<file path="src/hw/rtl/shb_pkg.sv">
// Shared types, constants and the round-constant table of the SHA-256 byte-stream hasher.
// Used by shb_core and sha256_byte_stream_hasher_top; depends on nothing else.
`timescale 1ns / 1ps

package shb_pkg;

    localparam int unsigned BLOCK_BYTES     = 64;
    localparam int unsigned LEN_FIELD_START = 56;
    localparam logic [7:0]  PAD_MARK        = 8'h80;
    localparam int unsigned HASH_WORDS      = 8;

    typedef logic [HASH_WORDS-1:0][31:0] t_hash;

    localparam t_hash INITIAL_HASH = {
        32'h5be0cd19, 32'h1f83d9ab, 32'h9b05688c, 32'h510e527f,
        32'ha54ff53a, 32'h3c6ef372, 32'hbb67ae85, 32'h6a09e667
    };

    typedef struct packed {
        logic [7:0] data_byte;
        logic       byte_present;
        logic       end_of_message;
    } t_in_item;

    typedef struct packed {
        logic [31:0] digest_word;
        logic [2:0]  word_index;
        logic        last_word;
    } t_out_item;

    // Commands from the sequencer to the compression core.
    typedef struct packed {
        logic       shift;      // shift one byte into the block window
        logic [7:0] data_byte;
        logic       start;      // begin 64 rounds on the window
        logic       init;       // reload the initial hash values
    } t_core_ctrl;

    typedef struct packed {
        logic busy;
    } t_core_stat;

    function automatic logic [31:0] round_const(input logic [5:0] t);
        logic [31:0] k;
        unique case (t)
            6'd0:  k = 32'h428a2f98;  6'd1:  k = 32'h71374491;
            6'd2:  k = 32'hb5c0fbcf;  6'd3:  k = 32'he9b5dba5;
            6'd4:  k = 32'h3956c25b;  6'd5:  k = 32'h59f111f1;
            6'd6:  k = 32'h923f82a4;  6'd7:  k = 32'hab1c5ed5;
            6'd8:  k = 32'hd807aa98;  6'd9:  k = 32'h12835b01;
            6'd10: k = 32'h243185be;  6'd11: k = 32'h550c7dc3;
            6'd12: k = 32'h72be5d74;  6'd13: k = 32'h80deb1fe;
            6'd14: k = 32'h9bdc06a7;  6'd15: k = 32'hc19bf174;
            6'd16: k = 32'he49b69c1;  6'd17: k = 32'hefbe4786;
            6'd18: k = 32'h0fc19dc6;  6'd19: k = 32'h240ca1cc;
            6'd20: k = 32'h2de92c6f;  6'd21: k = 32'h4a7484aa;
            6'd22: k = 32'h5cb0a9dc;  6'd23: k = 32'h76f988da;
            6'd24: k = 32'h983e5152;  6'd25: k = 32'ha831c66d;
            6'd26: k = 32'hb00327c8;  6'd27: k = 32'hbf597fc7;
            6'd28: k = 32'hc6e00bf3;  6'd29: k = 32'hd5a79147;
            6'd30: k = 32'h06ca6351;  6'd31: k = 32'h14292967;
            6'd32: k = 32'h27b70a85;  6'd33: k = 32'h2e1b2138;
            6'd34: k = 32'h4d2c6dfc;  6'd35: k = 32'h53380d13;
            6'd36: k = 32'h650a7354;  6'd37: k = 32'h766a0abb;
            6'd38: k = 32'h81c2c92e;  6'd39: k = 32'h92722c85;
            6'd40: k = 32'ha2bfe8a1;  6'd41: k = 32'ha81a664b;
            6'd42: k = 32'hc24b8b70;  6'd43: k = 32'hc76c51a3;
            6'd44: k = 32'hd192e819;  6'd45: k = 32'hd6990624;
            6'd46: k = 32'hf40e3585;  6'd47: k = 32'h106aa070;
            6'd48: k = 32'h19a4c116;  6'd49: k = 32'h1e376c08;
            6'd50: k = 32'h2748774c;  6'd51: k = 32'h34b0bcb5;
            6'd52: k = 32'h391c0cb3;  6'd53: k = 32'h4ed8aa4a;
            6'd54: k = 32'h5b9cca4f;  6'd55: k = 32'h682e6ff3;
            6'd56: k = 32'h748f82ee;  6'd57: k = 32'h78a5636f;
            6'd58: k = 32'h84c87814;  6'd59: k = 32'h8cc70208;
            6'd60: k = 32'h90befffa;  6'd61: k = 32'ha4506ceb;
            6'd62: k = 32'hbef9a3f7;  6'd63: k = 32'hc67178f2;
            default: k = 32'h0;
        endcase
        return k;
    endfunction

endpackage

</file>
<file path="src/hw/rtl/shb_core.sv">
// SHA-256 compression core: 16-word block window, one round per cycle, hash state.
// Depends on shb_pkg.
`timescale 1ns / 1ps

module shb_core (
    input  logic               i_clk,
    input  logic               i_rst_n,
    input  shb_pkg::t_core_ctrl i_ctrl,
    output shb_pkg::t_core_stat o_stat,
    output shb_pkg::t_hash      o_hash
);
    import shb_pkg::*;

    typedef enum logic [1:0] {
        C_IDLE,
        C_ROUND,
        C_ADD
    } t_cstate;

    t_cstate             r_state;
    logic [5:0]          r_round;
    t_hash               r_h;
    t_hash               r_v;      // working variables, index 0 is a
    logic [15:0][31:0]   r_w;      // index 15 holds the oldest schedule word
    logic [511:0]        w_flat;
    t_hash               n_v;
    logic [31:0]         n_wnew;

    function automatic logic [31:0] rotr(input logic [31:0] v, input int s);
        return (v >> s) | (v << (32 - s));
    endfunction

    assign w_flat = r_w;

    always_comb begin
        logic [31:0] e, a, big1, big0, choose, major, t1, t2, x, y, s0, s1;
        e      = r_v[4];
        a      = r_v[0];
        big1   = rotr(e, 6) ^ rotr(e, 11) ^ rotr(e, 25);
        choose = (e & r_v[5]) ^ (~e & r_v[6]);
        t1     = r_v[7] + big1 + choose + round_const(r_round) + r_w[15];
        big0   = rotr(a, 2) ^ rotr(a, 13) ^ rotr(a, 22);
        major  = (a & r_v[1]) ^ (a & r_v[2]) ^ (r_v[1] & r_v[2]);
        t2     = big0 + major;
        n_v    = {r_v[6:4], r_v[3] + t1, r_v[2:0], t1 + t2};

        x      = r_w[14];
        y      = r_w[1];
        s0     = rotr(x, 7) ^ rotr(x, 18) ^ (x >> 3);
        s1     = rotr(y, 17) ^ rotr(y, 19) ^ (y >> 10);
        n_wnew = s1 + r_w[6] + s0 + r_w[15];
    end

    always_ff @(posedge i_clk) begin
        if (!i_rst_n) begin
            r_state <= C_IDLE;
            r_round <= '0;
            r_h     <= INITIAL_HASH;
        end else begin
            unique case (r_state)
                C_IDLE: begin
                    // A byte may be shifted in at the same edge that starts the rounds.
                    if (i_ctrl.shift) begin
                        r_w <= {w_flat[503:0], i_ctrl.data_byte};
                    end
                    if (i_ctrl.start) begin
                        r_v     <= r_h;
                        r_round <= '0;
                        r_state <= C_ROUND;
                    end
                    if (i_ctrl.init) begin
                        r_h <= INITIAL_HASH;
                    end
                end
                C_ROUND: begin
                    r_v     <= n_v;
                    r_w     <= {r_w[14:0], n_wnew};
                    r_round <= r_round + 6'd1;
                    if (r_round == 6'd63) begin
                        r_state <= C_ADD;
                    end
                end
                C_ADD: begin
                    for (int i = 0; i < HASH_WORDS; i++) begin
                        r_h[i] <= r_h[i] + r_v[i];
                    end
                    r_state <= C_IDLE;
                end
                default: r_state <= C_IDLE;
            endcase
        end
    end

    assign o_stat.busy = (r_state != C_IDLE);
    assign o_hash      = r_h;

endmodule

</file>
<file path="src/hw/rtl/sha256_byte_stream_hasher_top.sv">
// Top level of the SHA-256 byte-stream hasher: handshakes, padding sequencer, digest output.
// Depends on shb_pkg and shb_core.
`timescale 1ns / 1ps
//
//  Channel | Direction | Handshake          | Payload
//  --------+-----------+--------------------+------------------------------------------
//  input   | in        | i_valid / o_ready  | i_item: data_byte, byte_present, end_of_message
//  output  | out       | o_valid / i_ready  | o_item: digest_word, word_index, last_word
//
// A byte word is shifted in as it is taken; the byte that completes a 64-byte block
// also starts the 64 rounds of the round unit, the hash update and the hand-back.
// An end word then shifts in pad bytes, one per cycle, up to the end of the block (and a
// whole extra block when the length field spills), compresses each block, and offers
// eight digest words.
// Synchronous active-low reset restores the initial hash values and clears all counts.
// The output stalls freely on i_ready; no input is taken until the eighth word leaves.

module sha256_byte_stream_hasher_top (
    input  logic               i_clk,
    input  logic               i_rst_n,
    input  logic               i_valid,
    output logic               o_ready,
    input  shb_pkg::t_in_item  i_item,
    output logic               o_valid,
    input  logic               i_ready,
    output shb_pkg::t_out_item o_item
);
    import shb_pkg::*;

    typedef enum logic [1:0] {
        S_IDLE,
        S_PAD,
        S_COMP,
        S_OUT
    } t_state;

    t_state      r_state, n_state;
    t_state      r_after, n_after;
    logic [5:0]  r_fill, n_fill;
    logic [60:0] r_count, n_count;
    logic        r_final, n_final;
    logic        r_pad_first, n_pad_first;
    logic [2:0]  r_idx, n_idx;

    t_core_ctrl  w_ctrl;
    t_core_stat  w_stat;
    t_hash       w_hash;
    logic [63:0] w_bits;
    logic [7:0]  w_pad_byte;
    logic        w_final_now;

    shb_core u_core (
        .i_clk   (i_clk),
        .i_rst_n (i_rst_n),
        .i_ctrl  (w_ctrl),
        .o_stat  (w_stat),
        .o_hash  (w_hash)
    );

    assign w_bits = {r_count, 3'b000};

    // The length field fills positions 56..63 of the final block, big-endian.
    always_comb begin
        if (r_pad_first) begin
            w_pad_byte = PAD_MARK;
        end else if (r_final && (r_fill >= 6'(LEN_FIELD_START))) begin
            w_pad_byte = w_bits[{~r_fill[2:0], 3'b000} +: 8];
        end else begin
            w_pad_byte = 8'h00;
        end
    end

    assign w_final_now = r_pad_first ? (r_fill < 6'(LEN_FIELD_START)) : r_final;

    always_comb begin
        n_state     = r_state;
        n_after     = r_after;
        n_fill      = r_fill;
        n_count     = r_count;
        n_final     = r_final;
        n_pad_first = r_pad_first;
        n_idx       = r_idx;
        w_ctrl      = '0;
        unique case (r_state)
            S_IDLE: begin
                if (i_valid) begin
                    if (i_item.byte_present) begin
                        w_ctrl.shift     = 1'b1;
                        w_ctrl.data_byte = i_item.data_byte;
                        n_count          = r_count + 61'd1;
                        n_fill           = r_fill + 6'd1;
                    end
                    if (i_item.byte_present && (r_fill == 6'd63)) begin
                        w_ctrl.start = 1'b1;
                        n_state      = S_COMP;
                        n_after      = i_item.end_of_message ? S_PAD : S_IDLE;
                        n_pad_first  = 1'b1;
                    end else if (i_item.end_of_message) begin
                        n_state     = S_PAD;
                        n_pad_first = 1'b1;
                    end
                end
            end
            S_PAD: begin
                w_ctrl.shift     = 1'b1;
                w_ctrl.data_byte = w_pad_byte;
                n_pad_first      = 1'b0;
                n_final          = w_final_now;
                n_fill           = r_fill + 6'd1;
                if (r_fill == 6'd63) begin
                    // A spilled block is followed by one more block that carries the length.
                    w_ctrl.start = 1'b1;
                    n_state      = S_COMP;
                    n_after      = w_final_now ? S_OUT : S_PAD;
                    n_final      = 1'b1;
                end
            end
            S_COMP: begin
                if (!w_stat.busy) begin
                    n_state = r_after;
                    n_idx   = '0;
                end
            end
            S_OUT: begin
                if (i_ready) begin
                    n_idx = r_idx + 3'd1;
                    if (r_idx == 3'd7) begin
                        w_ctrl.init = 1'b1;
                        n_state     = S_IDLE;
                        n_fill      = '0;
                        n_count     = '0;
                    end
                end
            end
            default: n_state = S_IDLE;
        endcase
    end

    always_ff @(posedge i_clk) begin
        if (!i_rst_n) begin
            r_state     <= S_IDLE;
            r_after     <= S_IDLE;
            r_fill      <= '0;
            r_count     <= '0;
            r_final     <= 1'b0;
            r_pad_first <= 1'b0;
            r_idx       <= '0;
        end else begin
            r_state     <= n_state;
            r_after     <= n_after;
            r_fill      <= n_fill;
            r_count     <= n_count;
            r_final     <= n_final;
            r_pad_first <= n_pad_first;
            r_idx       <= n_idx;
        end
    end

    assign o_ready            = (r_state == S_IDLE);
    assign o_valid            = (r_state == S_OUT);
    assign o_item.digest_word = w_hash[r_idx];
    assign o_item.word_index  = r_idx;
    assign o_item.last_word   = (r_idx == 3'd7);

    a_no_overlap: assert property (@(posedge i_clk) disable iff (!i_rst_n)
        o_valid |-> !o_ready)
        else $error("input taken while digest words are pending");

    a_core_idle: assert property (@(posedge i_clk) disable iff (!i_rst_n)
        o_ready |-> !w_stat.busy)
        else $error("ready while the round unit is still busy");

    a_word_order: assert property (@(posedge i_clk) disable iff (!i_rst_n)
        (o_valid && i_ready && !o_item.last_word) |=>
            (o_valid && (o_item.word_index == 3'($past(o_item.word_index) + 3'd1))))
        else $error("digest words out of order");

    a_back_to_idle: assert property (@(posedge i_clk) disable iff (!i_rst_n)
        (o_valid && i_ready && o_item.last_word) |=> (o_ready && (r_fill == 6'd0)))
        else $error("block not ready for a new message after the last word");

endmodule
</file>
<file path="config.mk">
export PLATFORM = sky130hd
export DESIGN_NAME = sha256_byte_stream_hasher_top
export DESIGN_NICKNAME = d
export VERILOG_FILES = /design/src/hw/rtl/shb_pkg.sv /design/src/hw/rtl/shb_core.sv /design/src/hw/rtl/sha256_byte_stream_hasher_top.sv
export SDC_FILE = /design/constraint.sdc
export NUM_CORES = 2
export LEC_CHECK = 0
export BUFFER_PORTS_ARGS = -buffer_cell sky130_fd_sc_hd__buf_2
export CAP_MARGIN = 10
export CORE_MARGIN = 2
export CORE_UTILIZATION = 66
export DETAILED_ROUTE_END_ITERATION = 10
export GPL_TIMING_DRIVEN = 0
export PLACE_DENSITY_LB_ADDON = 0.08
export SYNTH_ARGS = -nofsm -noshare
export SYNTH_HDL_FRONTEND = slang
export SYNTH_SLANG_ARGS = --single-unit
</file>
<file path="constraint.sdc">
create_clock -name i_clk -period 143.8 [get_ports i_clk]
set_input_delay 21.57 -clock i_clk [delete_from_list [all_inputs] [get_ports i_clk]]
set_output_delay 21.57 -clock i_clk [all_outputs]
set_load 0.01 [all_outputs]
</file>
==> metrics.txt <==
status finished with violations; failing checks DRC, capacitance limit; wire per inst 28.3 µm; first-pass GRT wire length 423 mm; syn_nets 9097; main combinational cell family by area after synthesis simple AND/OR/NAND/NOR gates; Crit. path cell count 16; CTS hold repair buffers 0; post-route ant nets 0; core box area 114000 µm²; crit path max fanout 17; # Post-CTS Setup Buffers 0; Fmax 0.0371 GHz; LEAKAGE 34.7 nW; DR vias 70375; synth unique cells 92; Cells on Worst Hold Path 2; Final HPWL DP 217 mm; PortBufs 51; total gr overflow 0; Fin. Hold Viols 0; GRT Util Overall 49.1%; PwrDens 10.2 nW/µm²; vias in the first global route 66978; P&R area growth vs syn 9.26%; yosys warns 0; Post-synth ARST share 0%; Reg2Reg Depth 31; clock buffer depth 3; Setup TNS Final 0 ns; cells along the critical path buf_2 -> a21oi_1 -> o41ai_2 -> nand2_1 -> a22o_1 -> clkbuf_1 -> nand2_1 -> clkinv_1 -> ha_1 -> buf_1 -> clkbuf_1 -> nand3_1 -> o21ai_0 -> a32o_1 -> o21ai_0 -> a21oi_1; vias per cell 6.81; Nets 9310; routability cong. 1.10; sequential share of the synthesized area 40.4%; worst path bufs/invs 5; H-tree depth 3; endpoints failing setup 0; total chip power 0.000843 W; min Tclk post-route 26.98 ns; CTS sink count 1140; Syn Inst Count 8494; min-delay worst type flop to flop; worst skew pair latency 0.83 ns; Ports 52; Top Family by Delay on Critical Path buffers and inverters; WL final 292 mm; First-pass DRT Iterations 11; design area 82500 µm²; final-report max-slew violation count 0; # DRC 1; RSZ-0062 raised after global routing false; fillers 8118; share of layout cells above drive strength 1 5.16%; die span in x 342 µm; Initial DRC Count 11027; Post-Synth XOR/XNOR Area 7.19%; CTS tree built; Synth Register Bits 1140; post-synthesis simple-gate area fraction 18.7%; cts repair resizes 0; Rel. slew slack 0.0200%; initial antenna violation count 19; Synth Area in Compound Gates 14.1%; post-synthesis instance area 75500 µm²; Avg Synthesized Cell Area 8.89 µm²; Die H 342 µm; largest net degree at the start of global routing 121; CTS buffer count 118; Max stage delay on crit path 1.09 ns; Least-Margin Pin Slew 1.46 ns; Post-Place Cell Area 78400 µm²; endpoint type of the worst setup path flop; clock-pin transition on the worst setup and hold timing paths 0.07 ns; Post-synth EDFFs 768; Initial Util 66.3%; CP Class primary input to flop; crit path max-delay cell type clkinv_1; VDD IR max 0.0110 mV; max cap viols 1; Site Rows 124; die area 117000 µm²; Tcrit/Tclk final 18.8%; clock root buffer master clkbuf_16; CP startpoint kind primary input; arrival time at the worst endpoint 27.55 ns; clock skew 0.0942 ns; multiplexer share of the synthesized area 3.42%; worst endpoint required time 144.37 ns; fraction of the mapped netlist area in adder cells 11.7%; dominant synthesized flop cell edfxtp_1
-- routing by layer --
layer	global-route usage, %	up-vias	wire, µm
met5	0	-	177
met4	34.7	26	26400
met3	17.4	1598	42800
met2	71.4	5885	122000
met1	60.9	33138	101000
li1	-	29728	-
-- tightest hold or removal path: cells and delay by family (launching register included) --
family,cells,cell delay (ns)
AND/OR/NAND/NOR,2,0.11
flip-flops,1,0.35
-- cells in the final DEF, fill, tap and decap left out, types with 25 or more instances in the layout --
cell / instances
o21a_1: 58
a21o_1: 206
edfxtp_1: 768
buf_2: 66
buf_8: 28
inv_1: 396
or3_1: 35
and3_1: 42
mux2_2: 35
clkbuf_1: 475
nor3_1: 93
dfxtp_1: 372
fa_1: 195
o21ai_0: 385
nor2_1: 445
mux2i_1: 45
a211oi_1: 51
o31ai_1: 26
clkbuf_16: 119
nor3b_1: 28
o22ai_1: 100
o21bai_1: 57
xor2_1: 240
a21oi_1: 414
buf_1: 25
ha_1: 394
a31oi_1: 45
o211ai_1: 40
a22oi_1: 75
nand2_1: 2469
nand3_1: 107
nor2b_1: 30
nand4_1: 41
nand2b_1: 60
mux4_2: 77
xnor2_1: 376
-- where the power goes --
| group | leakage (nW) | switching [W] | internal [W] |
|---|---|---|---|
| combinational | 22.6 | 0.0000948 | 0.0000554 |
| clock | 1.95 | 0.000147 | 0.000178 |
| sequential | 10.2 | 0.00000897 | 0.000358 |
| total | 34.7 | 0.000251 | 0.000592 |
-- flip-flops by register name (all words and copies together), names as in the netlist, named ones only --
name	cells
u_core.r_w	512
u_core.o_hash	256
u_core.n_v	192
u_core.r_v	64
r_count	61
r_fill	6
u_core.r_round	6
r_idx	3
r_after	2
r_state	2
u_core.r_state	2
r_final	1
r_pad_first	1
-- cell usage after synthesis, types with 28 or more instances --
cell      instances  share of area, %
and3_1           42              0.35
nand2b_1         60              0.50
nor2b_1          30              0.25
edfxtp_1        768                31
nand2_1        2469                12
o22ai_1         100              0.83
mux4_2           77               2.3
fa_1            195               5.2
inv_1           397               2.0
ha_1            394               6.5
or3_1            35              0.29
nand4_1          41              0.34
a22oi_1          75              0.75
a21o_1          206               2.0
mux2i_1          45              0.60
xor2_1          240               2.8
dfxtp_1         372               9.9
a211oi_1         52              0.52
xnor2_1         376               4.4
a21oi_1         414               2.7
o21a_1           58              0.58
o21ai_0         385               2.6
o211ai_1         40              0.40
a31oi_1          45              0.37
o21bai_1         57              0.57
nor3b_1          28              0.28
nor3_1           93              0.62
clkbuf_1        442               2.2
nand3_1         107              0.71
mux2_2           35              0.52
nor2_1          445               2.2
-- stage by stage --
step / std cells / utilization, % / worst slack [ns] / hold WS, ns
floorplan: 8494 / - / 82.48 / 0.454
global placement: 10057 / 68.2 / 68.15 / 0.478
detailed placement: 10096 / 68.8 / 116.63 / 0.487
CTS: 10321 / 72.4 / 117.38 / 0.497
global route: 10326 / 72.4 / 116.80 / 0.525
finish: 10339 / 72.4 / 116.82 / 0.488
-- path summary, 6_finish.rpt --
check	startpoint	to	slack, ns
worst max register to register	u_core.n_v[167]	u_core.n_v[63]	133.91
worst min register to register	u_core.r_w[17]	u_core.r_w[49]	0.49
worst max-delay path	i_item[1]	flop	116.82
worst min-delay path	u_core.r_w[17]	u_core.r_w[49]	0.49
-- logic make-up after synthesis --
kind of cell / Yosys count
xor gates and xnor gates: 618
AOI/OAI and AO/OA: 1661
buffers and inverters: 885
DFF: 1140
muxes: 157
adders and majority gates: 592
and+or+nand+nor: 3441
-- cell type report --
| class | count | area [µm²] | area share [%] |
|---|---|---|---|
| Antenna cell | 15 | 37.5 | 0.0455 |
| Buffer | 483 | 1840 | 2.22 |
| Clock buffer | 169 | 3320 | 4.02 |
| Clock inverter | 56 | 707 | 0.857 |
| Inverter | 402 | 1520 | 1.84 |
| Multi-Input combinational cell | 6469 | 41700 | 50.5 |
| Sequential cell | 1140 | 30500 | 37.0 |
| Tap cell | 1512 | 1890 | 2.29 |
| Timing Repair Buffer | 93 | 1020 | 1.23 |
(Power assumes the default switching activity.)
